==> config.mk <==
export PLATFORM = sky130hd
export DESIGN_NAME = bresenham_line_engine
export DESIGN_NICKNAME = d
export VERILOG_FILES = /design/src/bleng_pkg.sv /design/src/bresenham_line_engine.sv /design/src/bleng_front.sv /design/src/bleng_queue.sv /design/src/bleng_back.sv
export SDC_FILE = /design/constraint.sdc
export NUM_CORES = 1
export LEC_CHECK = 0
export ABC_CLOCK_PERIOD_IN_PS = 4800
export BUFFER_PORTS_ARGS = -buffer_cell sky130_fd_sc_hd__buf_2
export CORE_ASPECT_RATIO = 0.6
export CORE_MARGIN = 4
export CORE_UTILIZATION = 55
export CTS_BUF_LIST = sky130_fd_sc_hd__clkbuf_4 sky130_fd_sc_hd__clkbuf_8
export DETAILED_ROUTE_END_ITERATION = 10
export GPL_TIMING_DRIVEN = 1
export PLACE_DENSITY = 0.74
export SYNTH_ARGS = -nofsm -noshare
export SYNTH_HDL_FRONTEND = slang
export SYNTH_HIERARCHICAL = 1
export SYNTH_SLANG_ARGS = --single-unit
==> constraint.sdc <==
create_clock -name clk_i -period 4.8 [get_ports clk_i]
set_input_delay 0.48 -clock clk_i [delete_from_list [all_inputs] [get_ports clk_i]]
set_output_delay 0.48 -clock clk_i [all_outputs]
set_load 0.005 [all_outputs]
==> src/bleng_pkg.sv <==
// shared types and constants of the bresenham line engine
package bleng_pkg;

  localparam int unsigned COORD_BITS_DEF  = 12;
  localparam int unsigned QUEUE_DEPTH_DEF = 4;
  localparam int unsigned COLOR_BITS      = 16;
  localparam int unsigned APB_ADDR_BITS   = 3;
  localparam int unsigned APB_DATA_BITS   = 32;

  localparam logic [COLOR_BITS-1:0] COLOR_RESET = 16'hFFFF;

  typedef enum logic {
    CMD_LOAD = 1'b0,
    CMD_STEP = 1'b1
  } cmd_e;

  // register index taken from paddr[2]
  typedef enum logic {
    REG_DRAW_COLOR = 1'b0,
    REG_NONE       = 1'b1
  } reg_idx_e;

  typedef struct packed {
    logic load;
    logic dir_down;
    logic swapped;
  } line_flags_t;

endpackage

==> src/bresenham_line_engine.sv <==
// top level of the bresenham line engine
//
//  channel  dir  handshake                     contents
//  s_axis   in   s_axis_tvalid/s_axis_tready   tuser cmd, tdata endpoints
//  m_axis   out  m_axis_tvalid/m_axis_tready   tdata pixel, tlast last pixel
//  apb      in   psel/penable, pready high     draw_color at address 0
//
//  one request per cycle in and one pixel per cycle out while nothing stalls, set by the
//  single subtract, compare and add of the error term in the walker
//  a step request passes the queue, and its pixel then the output register
//  reset clears the queue, the walker and the output; draw_color reads 0xffff
//  the front end stalls only on a full queue, the walker only on a held output
module bresenham_line_engine #(
  parameter int unsigned COORD_BITS  = bleng_pkg::COORD_BITS_DEF,
  parameter int unsigned QUEUE_DEPTH = bleng_pkg::QUEUE_DEPTH_DEF,
  localparam int unsigned IN_W  = ((4 * COORD_BITS + 7) / 8) * 8,
  localparam int unsigned OUT_W = ((2 * COORD_BITS + bleng_pkg::COLOR_BITS + 7) / 8) * 8
) (
  input  logic                                clk_i,
  input  logic                                rst_ni,
  input  logic                                s_axis_tvalid,
  output logic                                s_axis_tready,
  // x_start, y_start, x_end, y_end
  input  logic [IN_W-1:0]                     s_axis_tdata,
  // cmd
  input  logic                                s_axis_tuser,
  output logic                                m_axis_tvalid,
  input  logic                                m_axis_tready,
  // pixel_x, pixel_y, pixel_color
  output logic [OUT_W-1:0]                    m_axis_tdata,
  output logic                                m_axis_tlast,
  input  logic                                psel,
  input  logic                                penable,
  input  logic                                pwrite,
  input  logic [bleng_pkg::APB_ADDR_BITS-1:0] paddr,
  input  logic [bleng_pkg::APB_DATA_BITS-1:0] pwdata,
  output logic [bleng_pkg::APB_DATA_BITS-1:0] prdata,
  output logic                                pready
);

  localparam int unsigned W  = COORD_BITS;
  localparam int unsigned QW = $bits(bleng_pkg::line_flags_t) + 5 * W;

  logic [bleng_pkg::COLOR_BITS-1:0] draw_color_q, draw_color_d;
  bleng_pkg::line_flags_t           push_flags, pop_flags;
  logic [5*W-1:0]                   push_payload, pop_payload;
  logic [QW-1:0]                    pop_data;
  logic                             push_valid, push_ready, pop_valid, pop_ready;
  logic [W-1:0]                     pixel_x, pixel_y;
  logic [bleng_pkg::COLOR_BITS-1:0] pixel_color;
  logic                             cfg_wr;

  assign pready = 1'b1;
  assign cfg_wr = psel && penable && pwrite && pready &&
                  (bleng_pkg::reg_idx_e'(paddr[2]) == bleng_pkg::REG_DRAW_COLOR);
  assign draw_color_d = cfg_wr ? pwdata[bleng_pkg::COLOR_BITS-1:0] : draw_color_q;
  assign prdata = (bleng_pkg::reg_idx_e'(paddr[2]) == bleng_pkg::REG_DRAW_COLOR) ?
                  bleng_pkg::APB_DATA_BITS'(draw_color_q) : '0;

  always_ff @(posedge clk_i or negedge rst_ni) begin
    if (!rst_ni) begin
      draw_color_q <= bleng_pkg::COLOR_RESET;
    end else begin
      draw_color_q <= draw_color_d;
    end
  end

  bleng_front #(.COORD_BITS(W)) u_front (
    .in_valid_i   (s_axis_tvalid),
    .in_ready_o   (s_axis_tready),
    .cmd_i        (s_axis_tuser),
    .x_start_i    (s_axis_tdata[W-1:0]),
    .y_start_i    (s_axis_tdata[2*W-1:W]),
    .x_end_i      (s_axis_tdata[3*W-1:2*W]),
    .y_end_i      (s_axis_tdata[4*W-1:3*W]),
    .push_valid_o (push_valid),
    .push_ready_i (push_ready),
    .flags_o      (push_flags),
    .payload_o    (push_payload)
  );

  bleng_queue #(.WIDTH(QW), .DEPTH(QUEUE_DEPTH)) u_queue (
    .clk_i        (clk_i),
    .rst_ni       (rst_ni),
    .push_valid_i (push_valid),
    .push_ready_o (push_ready),
    .push_data_i  ({push_flags, push_payload}),
    .pop_valid_o  (pop_valid),
    .pop_ready_i  (pop_ready),
    .pop_data_o   (pop_data)
  );

  assign {pop_flags, pop_payload} = pop_data;

  bleng_back #(.COORD_BITS(W)) u_back (
    .clk_i         (clk_i),
    .rst_ni        (rst_ni),
    .q_valid_i     (pop_valid),
    .q_ready_o     (pop_ready),
    .flags_i       (pop_flags),
    .payload_i     (pop_payload),
    .color_i       (draw_color_q),
    .out_valid_o   (m_axis_tvalid),
    .out_ready_i   (m_axis_tready),
    .pixel_x_o     (pixel_x),
    .pixel_y_o     (pixel_y),
    .pixel_color_o (pixel_color),
    .last_o        (m_axis_tlast)
  );

  assign m_axis_tdata = OUT_W'({pixel_color, pixel_y, pixel_x});

endmodule

==> src/bleng_front.sv <==
// front end: classifies requests and performs line setup
module bleng_front #(
  parameter int unsigned COORD_BITS = bleng_pkg::COORD_BITS_DEF
) (
  input  logic                      in_valid_i,
  output logic                      in_ready_o,
  input  logic                      cmd_i,
  input  logic [COORD_BITS-1:0]     x_start_i,
  input  logic [COORD_BITS-1:0]     y_start_i,
  input  logic [COORD_BITS-1:0]     x_end_i,
  input  logic [COORD_BITS-1:0]     y_end_i,
  output logic                      push_valid_o,
  input  logic                      push_ready_i,
  output bleng_pkg::line_flags_t    flags_o,
  output logic [5*COORD_BITS-1:0]   payload_o
);

  logic [COORD_BITS-1:0] dx, dy, a_s, a_e, b_s, b_e;
  logic [COORD_BITS-1:0] a0, a1, b0, b1, dmaj, dmin;
  logic                  steep, x_rev, y_rev, rev;

  always_comb begin
    dx    = (x_end_i > x_start_i) ? (x_end_i - x_start_i) : (x_start_i - x_end_i);
    dy    = (y_end_i > y_start_i) ? (y_end_i - y_start_i) : (y_start_i - y_end_i);
    x_rev = x_start_i > x_end_i;
    y_rev = y_start_i > y_end_i;
    steep = dy > dx;
    a_s   = steep ? y_start_i : x_start_i;
    a_e   = steep ? y_end_i   : x_end_i;
    b_s   = steep ? x_start_i : y_start_i;
    b_e   = steep ? x_end_i   : y_end_i;
    rev   = steep ? y_rev : x_rev;
    a0    = rev ? a_e : a_s;
    a1    = rev ? a_s : a_e;
    b0    = rev ? b_e : b_s;
    b1    = rev ? b_s : b_e;
    dmaj  = steep ? dy : dx;
    dmin  = steep ? dx : dy;
  end

  assign flags_o.load     = (bleng_pkg::cmd_e'(cmd_i) == bleng_pkg::CMD_LOAD);
  assign flags_o.dir_down = (b0 >= b1);
  assign flags_o.swapped  = steep;
  assign payload_o        = {a0, b0, a1, dmaj, dmin};
  assign push_valid_o     = in_valid_i;
  assign in_ready_o       = push_ready_i;

endmodule

==> src/bleng_queue.sv <==
// short request queue between front end and walker
module bleng_queue #(
  parameter int unsigned WIDTH = 8,
  parameter int unsigned DEPTH = bleng_pkg::QUEUE_DEPTH_DEF
) (
  input  logic             clk_i,
  input  logic             rst_ni,
  input  logic             push_valid_i,
  output logic             push_ready_o,
  input  logic [WIDTH-1:0] push_data_i,
  output logic             pop_valid_o,
  input  logic             pop_ready_i,
  output logic [WIDTH-1:0] pop_data_o
);

  localparam int unsigned AW = (DEPTH > 1) ? $clog2(DEPTH) : 1;

  logic [WIDTH-1:0] mem [DEPTH];
  logic [AW-1:0]    wr_ptr_q, wr_ptr_d, rd_ptr_q, rd_ptr_d;
  logic [AW:0]      count_q, count_d;
  logic             push, pop;

  assign push_ready_o = (count_q != DEPTH[AW:0]);
  assign pop_valid_o  = (count_q != '0);
  assign push         = push_valid_i && push_ready_o;
  assign pop          = pop_valid_o && pop_ready_i;
  assign pop_data_o   = mem[rd_ptr_q];

  always_comb begin
    wr_ptr_d = wr_ptr_q;
    rd_ptr_d = rd_ptr_q;
    count_d  = count_q;
    if (push) begin
      wr_ptr_d = (wr_ptr_q == AW'(DEPTH - 1)) ? '0 : wr_ptr_q + 1'b1;
    end
    if (pop) begin
      rd_ptr_d = (rd_ptr_q == AW'(DEPTH - 1)) ? '0 : rd_ptr_q + 1'b1;
    end
    if (push && !pop) begin
      count_d = count_q + 1'b1;
    end else if (pop && !push) begin
      count_d = count_q - 1'b1;
    end
  end

  always_ff @(posedge clk_i or negedge rst_ni) begin
    if (!rst_ni) begin
      wr_ptr_q <= '0;
      rd_ptr_q <= '0;
      count_q  <= '0;
    end else begin
      wr_ptr_q <= wr_ptr_d;
      rd_ptr_q <= rd_ptr_d;
      count_q  <= count_d;
    end
  end

  always_ff @(posedge clk_i) begin
    if (push) begin
      mem[wr_ptr_q] <= push_data_i;
    end
  end

endmodule

==> src/bleng_back.sv <==
// back end: line walker with registered pixel output
module bleng_back #(
  parameter int unsigned COORD_BITS = bleng_pkg::COORD_BITS_DEF
) (
  input  logic                             clk_i,
  input  logic                             rst_ni,
  input  logic                             q_valid_i,
  output logic                             q_ready_o,
  input  bleng_pkg::line_flags_t           flags_i,
  input  logic [5*COORD_BITS-1:0]          payload_i,
  input  logic [bleng_pkg::COLOR_BITS-1:0] color_i,
  output logic                             out_valid_o,
  input  logic                             out_ready_i,
  output logic [COORD_BITS-1:0]            pixel_x_o,
  output logic [COORD_BITS-1:0]            pixel_y_o,
  output logic [bleng_pkg::COLOR_BITS-1:0] pixel_color_o,
  output logic                             last_o
);

  localparam int unsigned W = COORD_BITS;

  logic [W-1:0] major_pos_q, major_pos_d, minor_pos_q, minor_pos_d;
  logic [W-1:0] major_end_q, major_end_d, dmaj_q, dmaj_d, dmin_q, dmin_d;
  logic signed [W:0] err_q, err_d, err_sub;
  logic dir_down_q, dir_down_d, swapped_q, swapped_d, busy_q, busy_d;
  logic out_valid_q, out_valid_d, last_q, last_d;
  logic [W-1:0] px_q, px_d, py_q, py_d;
  logic [bleng_pkg::COLOR_BITS-1:0] color_q, color_d;

  logic [W-1:0] ld_a0, ld_b0, ld_a1, ld_dmaj, ld_dmin;
  logic out_free, take, emit, is_last;

  assign {ld_a0, ld_b0, ld_a1, ld_dmaj, ld_dmin} = payload_i;

  assign out_free  = !out_valid_q || out_ready_i;
  assign take      = q_valid_i && (flags_i.load || !busy_q || out_free);
  assign emit      = take && !flags_i.load && busy_q;
  assign q_ready_o = flags_i.load || !busy_q || out_free;
  assign is_last   = (major_pos_q == major_end_q);
  assign err_sub   = err_q - $signed({1'b0, dmin_q});

  always_comb begin
    major_pos_d = major_pos_q;
    minor_pos_d = minor_pos_q;
    major_end_d = major_end_q;
    dmaj_d      = dmaj_q;
    dmin_d      = dmin_q;
    err_d       = err_q;
    dir_down_d  = dir_down_q;
    swapped_d   = swapped_q;
    busy_d      = busy_q;
    out_valid_d = out_valid_q && !out_ready_i;
    px_d        = px_q;
    py_d        = py_q;
    color_d     = color_q;
    last_d      = last_q;
    if (take && flags_i.load) begin
      major_pos_d = ld_a0;
      minor_pos_d = ld_b0;
      major_end_d = ld_a1;
      dmaj_d      = ld_dmaj;
      dmin_d      = ld_dmin;
      err_d       = $signed({2'b00, ld_dmaj[W-1:1]});
      dir_down_d  = flags_i.dir_down;
      swapped_d   = flags_i.swapped;
      busy_d      = 1'b1;
    end else if (emit) begin
      out_valid_d = 1'b1;
      px_d        = swapped_q ? minor_pos_q : major_pos_q;
      py_d        = swapped_q ? major_pos_q : minor_pos_q;
      color_d     = color_i;
      last_d      = is_last;
      if (err_sub < 0) begin
        minor_pos_d = dir_down_q ? minor_pos_q - 1'b1 : minor_pos_q + 1'b1;
        err_d       = err_sub + $signed({1'b0, dmaj_q});
      end else begin
        err_d = err_sub;
      end
      major_pos_d = major_pos_q + 1'b1;
      busy_d      = !is_last;
    end
  end

  always_ff @(posedge clk_i or negedge rst_ni) begin
    if (!rst_ni) begin
      busy_q      <= 1'b0;
      out_valid_q <= 1'b0;
    end else begin
      busy_q      <= busy_d;
      out_valid_q <= out_valid_d;
    end
  end

  always_ff @(posedge clk_i) begin
    major_pos_q <= major_pos_d;
    minor_pos_q <= minor_pos_d;
    major_end_q <= major_end_d;
    dmaj_q      <= dmaj_d;
    dmin_q      <= dmin_d;
    err_q       <= err_d;
    dir_down_q  <= dir_down_d;
    swapped_q   <= swapped_d;
    px_q        <= px_d;
    py_q        <= py_d;
    color_q     <= color_d;
    last_q      <= last_d;
  end

  assign out_valid_o   = out_valid_q;
  assign pixel_x_o     = px_q;
  assign pixel_y_o     = py_q;
  assign pixel_color_o = color_q;
  assign last_o        = last_q;

endmodule

### After elaboration in Yosys (flattened, before gate mapping)

Memory sizes are Yosys's and may differ from the RTL's.
Cells that the tools add are included.

* register bits: 141
* bits in writable memories: 252
* bits of input ports: 91
* output and inout bits: 76
* word-level logic and storage cells: 109
* memories: 1

Memory list
* u_queue.mem: depth 4, bits a word 63, rd ports 1, clocked after Yosys merged registers in 0, write ports 1, RTL line bleng_queue.sv:18 `logic [WIDTH-1:0] mem [DEPTH];`

* $add $sub $neg: 13
* magnitude comparators: 7
* equal/unequal tests: 4
* multiplexer cells: 35
* bitwise operators: 3
* reductions and logical operators: 27

Operators with widths (number)
* two-way mux 12 bit: 20
* greater-than comparator 12 bit: 5
* subtractor 12 bit: 4
* adder 12 x 1 -> 12 bit (second input constant): 2
* two-way mux 11 bit: 2
* two-way mux 16 bit: 1
* adder 13 bit: 1
* < comparator 13 x 1 -> 1 bit (second input constant): 1
* two-way mux 13 bit: 1
* subtractor 13 bit: 1
* equality test 12 bit: 1
* greater-or-equal comparator 12 bit: 1
* subtractor 12 x 1 -> 12 bit (second input constant): 1
* logical AND 1 bit: 11
* logical NOT 1 bit: 7
* two-way mux 1 bit: 7
* two-way mux 3 bit: 2
* nonzero test 2 bit: 3
* adder 2 x 1 -> 2 bit (second input constant): 2
* equality test 2 bit (second input constant): 2
* two-way mux 2 bit: 2
* AND reduction 2 bit: 2
* adder 3 x 1 -> 3 bit (second input constant): 1
* logical OR 1 bit: 3
* 4 further kinds: 6

### Longest topological paths before layout

* depth in word-level cells: 8
* depth in mapped cells: 28
* mapped depth without buffers: 27

### Hierarchy

The synthesis kept the hierarchy.

By module, submodules not included
* bleng_queue: instances 1, cells an instance 366, area each 9525.4 µm², seq. area each 7742.4 µm²
* bleng_back: instances 1, cells an instance 531, area each 6326.1 µm², seq. area each 3513.4 µm²
* bleng_front: instances 1, cells an instance 705, area each 4553.1 µm², seq. area each 0.0 µm²
* bresenham_line_engine: instances 1, cells an instance 70, area each 919.6 µm², seq. area each 420.4 µm²

### Worst setup path after synthesis

OpenSTA, ideal clock, no wires.

* path kind: input -> register
* start point: in s_axis_tdata[24]
* end point: mem u_queue/mem[0][61] (netlist name) (data pin)
* setup time: 0.272 ns
* arrival time: 5.363 ns
* required time: 4.528 ns
* path slack: -0.834 ns
* cell stages on the path: 28
* buffers on the path: 3
* cell sequence: inv_1 ha_1 inv_1 fa_1 a21o_1 a21oi_1 o221a_2 o21ai_2 buf_6 mux2i_1 xnor2_1 ha_1 nand4_1 nor2_1 a21boi_0 a2111oi_0 a21oi_1 buf_2 clkbuf_1 a21oi_1 a32oi_1 ha_1 a21o_1 a21o_1 a21o_1 a21oi_1 o21ai_0 a221o_1

RTL lines
* start, declared: RTL line bresenham_line_engine.sv:24 `input logic [IN_W-1:0] s_axis_tdata,`
* end, declared: RTL line bleng_queue.sv:18

==> out/qor_table.md <==
| Step | Quantity | This run |
|:---|:---|:---|
| cells and area | Post-route core utilization | 0.6786 |
| synthesis | Largest cells by area after synthesis | edfxtp_1 (52%), ha_1 (6.7%), mux4_2 (6.7%) |
| power | Proportion of power drawn by the clock network | 0.129 |
| critical path | Sort of element at the start of the critical path | primary input |
| sta | Clock skew | 27.96 ps |
| clocking | Clock H-tree levels | 2 |
| power | Portion of total power attributed to combinational logic | 0.536 |
| sta | Maximum clock rate | 0.1921 GHz |
| floorplan | Cell Rows | 55 |
| sta | Worst path setup slack after routing | -405.0 ps |
| global route | GRT Total Usage | 0.2565 |
| power | Total leakage power | 10.39 nW |
| critical path | Path type of the worst setup path | in2reg |
| synthesis | Ys flop type | edfxtp_1 |
| cells and area | Number of nets in the layout | 2263 |
| power | Switching power as a share of total power | 0.3954 |
| clocking | Clock latency reported for the late side of the worst-skew pair | 620 ps |
| synthesis | Post-synth EDFFs | 366 |
| critical path | Data required time at the worst endpoint | 5130 ps |
| synthesis | Gate count after technology mapping | 1672 |
| synthesis | Post-Synthesis Cell Area | 21320 sq um |
| min path | Hold Path Cell Cnt | 2 |
| synthesis | Most frequently used cell type in the post-synthesis netlist | edfxtp_1 |
| cells and area | Fillers | 2739 |
| cells and area | Share of cells above drive strength 1 | 0.3351 |
| clocking | Num CTS Buffers | 54 |
| drt | Routed vias/inst | 5.849 |
| sta | Worst Hold Slack | 96.81 ps |
| drt | DRC Markers | 0 |
| clocking | Clock transition at the registers of the reported paths | 60 ps |
| drt | Wire length after detailed routing | 55.47 mm |
| synthesis | Asr flop ratio synth | 0.06361 |
| sta | Slew margin rel. | 0.2548 |
| drt | Post-DRT Antenna Nets | 0 |
| cells and area | Multi-input gate area in the final layout | 9169 sq um |
| floorplan | Die outline area | 42090 sq um |
| power | PwrDens | 749.8 nW/um^2 |
| floorplan | Horizontal die dimension | 262.2 microns |
| synthesis | Register bit total from synthesis | 393 |
| clocking | TritonCTS clock tree | done |
| drt | Number of violations reported at the end of detailed-routing iteration 0 | 1548 |
| place | Last weighted congestion value of the routability-driven placer | 0.9845 |
| drt | Length of the first detailed-routing pass in iterations | 6 |
| synthesis | Syn Area/Cell | 12.75 sq um |
| run status | Failing checks | setup timing |
| synthesis | Distinct cell type count of the synthesized netlist | 80 |
| sta | Worst Tran Pin Value | 1117 ps |
| global route | Wire length of the first global-routing pass | 85.22 mm |
| synthesis | Library cell with the largest summed area after synthesis | edfxtp_1 |
| critical path | Number of cells on the worst reg-to-reg path | 15 |
| drt | Routed len/inst | 21.29 microns |
| floorplan | Initial Utilization | 0.5614 |
| job | # Max-Cap Violations | 0 |
| sta | Final setup violation count | 4 |
| place | Hpwl dp | 40.88 mm |
| cells and area | Synthesis-to-layout area growth | 20.89% |
| global route | Antenna violations before repair | 2 |
| min path | Worst min-delay path class | in2reg |
| floorplan | Placeable core region | 37990 sq um |
| critical path | Maximum fanout along the worst path | 8 |
| synthesis | Most instantiated cells after synthesis | edfxtp_1 (366), nand2_1 (206), a21oi_1 (127), ha_1 (114), inv_1 (99) |
| run status | Run status | finished with violations |
| cells and area | Footprint of the flip-flops and latches | 11680 sq um |
| drt | Routed vias | 15240 |
| critical path | Critical path arrival | 5530 ps |
| global route | Largest net degree at the start of global routing | 65 |
| synthesis | YS warnings | 6 |
| sta | Hold violation count in the final report | 0 |
| clocking | Buffers from clock root to sink, at most | 3 |
| floorplan | Count of pins on the block boundary | 167 |
| floorplan | Floorplan die height | 160.5 microns |
| power | Net Sw Power | 0.007642 W |
| power | Max rail drop VDD | 0.4755 mV |
| critical path | Endpoint type of the worst setup path | flop |
| sta | Shortest period the worst path allows | 5205 ps |
| place | Count of buffers inserted at the top-level ports | 131 |
| clocking | Clock tree root buffer cell | clkbuf_8 |
| synthesis | Proportion of netlist area held by the largest area contributor | 0.5154 |
| synthesis | Sequential area share after synthesis | 0.5476 |
| global route | Number of global-route vias before repair | 14950 |
| sta | Unrepaired setup endpoints after global routing | true |
| power | Power share of the sequential group | 0.335 |
| clocking | Total number of clock tree sinks | 393 |
| global route | Final global-route overflow total | 0 |
| sta | Final cycle utilization of the critical path | 1.084 |
| sta | Slew Viols, Final | 0 |
| power | Pint | 0.01169 W |
metal layers:
layer	vias up	GRT usage	share of wire
met2	747	0.3591	0.41
met5	-	0	0
met3	79	0.06186	0.11
met1	7414	0.4098	0.46
li1	7002	-	-
met4	0	0.04994	0.018
registers in the layout, summed over array words and instances, names as in the netlist, 13 cells and up:
signal,count
draw_color_q,16
u_back/err_q,13
u_back/pixel_color_o,16
u_queue/mem,252
cells in the final DEF, fill, tap and decap left out, types with 7 or more instances in the layout:
cell	Yosys	routed
and2_1	12	8
nand4_1	11	11
nor2_1	54	52
inv_1	99	97
xor2_1	21	21
mux2_4	10	10
nor3_1	14	14
edfxtp_1	366	366
nand2_1	206	206
mux2_2	33	33
buf_4	23	270
clkinv_1	1	12
buf_2	33	130
a32oi_1	37	32
a21oi_1	127	115
a211oi_1	8	7
dfstp_2	16	16
ha_1	114	103
clkbuf_4	0	22
o21ai_0	38	37
nor2b_1	20	20
o21a_1	15	15
xnor2_1	43	39
clkbuf_8	0	58
ha_4	0	10
a21oi_2	0	11
o21ai_1	15	15
dfrtp_1	9	7
and3_1	7	7
a31oi_1	12	12
a32o_1	12	12
mux2i_1	54	51
nand3_1	19	19
a21o_1	25	25
mux4_2	63	63
conb_1	2	17
repair_timing:
action / 4_1_cts / 5_1_grt
endpoints found under the hold margin: 9 / 0
setup endpoints to repair: 4 / 4
cloned: 1 / 0
pin swaps: 22 / 13
hold buffers: 1 / 0
resized for setup: 30 / 29
buffers inserted: 11 / 7
cells by family (layout without fill, tap and decap cells):
logic type      count (synthesis)  in the layout  synth area share
simple gates                  382            382           0.08232
xor+xnor                       64             64           0.02629
flops                         393            393            0.5476
fa+ha+maj                     122            122           0.07440
compound gates                345            345            0.1066
buf+inv                       202            607           0.04512
other cells                     2             18         0.0003522
mux                           162            162            0.1174
metrics by stage:
step / TNS (ps) / setup WS (ps) / cell area [sq um] / instances / power [W]
final: -1611 / -405.0 / 25780 / 2606 / 0.01933
after floorplan: -1897 / -474.2 / 21470 / 1687 / 0.01325
after global routing: -2219 / -557.3 / 25780 / 2606 / 0.02069
after CTS: -1056 / -265.2 / 25530 / 2598 / 0.01916
after detailed placement: -16150 / -1193 / 24170 / 2488 / 0.01639
after global placement: -6376 / -1078 / 24170 / 2488 / 0.01596
power by group through the flow:
stage / registers (W) / clock network [W] / logic, W
floorplan: 0.00631 / 0 / 0.00695
global placement: 0.00646 / 0 / 0.00951
detailed placement: 0.00654 / 0 / 0.00985
CTS: 0.00647 / 0.00255 / 0.0101
global route: 0.00658 / 0.00272 / 0.0114
finish: 0.00647 / 0.00249 / 0.0104
cell type report:
| cell class | count | share of cell area |
|---|---|---|
| clock inverter | 18 | 0.003495 |
| antenna | 1 | 0.00009707 |
| multi-input combinational | 1092 | 0.3557 |
| tap | 513 | 0.02490 |
| timing repair buffer | 409 | 0.1103 |
| sequential | 393 | 0.4531 |
| clock buffer | 80 | 0.03737 |
| inverter | 100 | 0.01505 |
critical path, cell delays in order:
cell and delay, ps:
buf_12 110, inv_12 40, ha_4 130, inv_2 30
fa_2 330, a21o_1 230, a221oi_4 330, a221oi_2 100
a211oi_2 260, mux2i_1 130, xnor2_1 250, ha_1 310
nand4_1 150, nor2_2 70, a21boi_2 160, a2111oi_2 300
buf_4 180, a21oi_4 30, buf_12 140, bufbuf_16 270
a32oi_4 270, ha_1 290, a21o_1 180, a21o_1 160
a21oi_2 150, o21ai_1 90, a221o_1 340
final timing paths:
check,start,end,slack [ps]
max,s_axis_tdata[24],u_queue/mem[2][61],-410
min,pwdata[4],draw_color_q[4],100
max reg2reg,u_back/dmin_q[0],u_back/err_q[10],1070
min reg2reg,u_back/err_q[11],u_back/err_q[11],510
max in group asynchronous,rst_ni,u_queue/rd_ptr_q[0],3920
min in group asynchronous,rst_ni,u_back/out_valid_o,430
No activity file was read; power rests on OpenSTA's default activity.
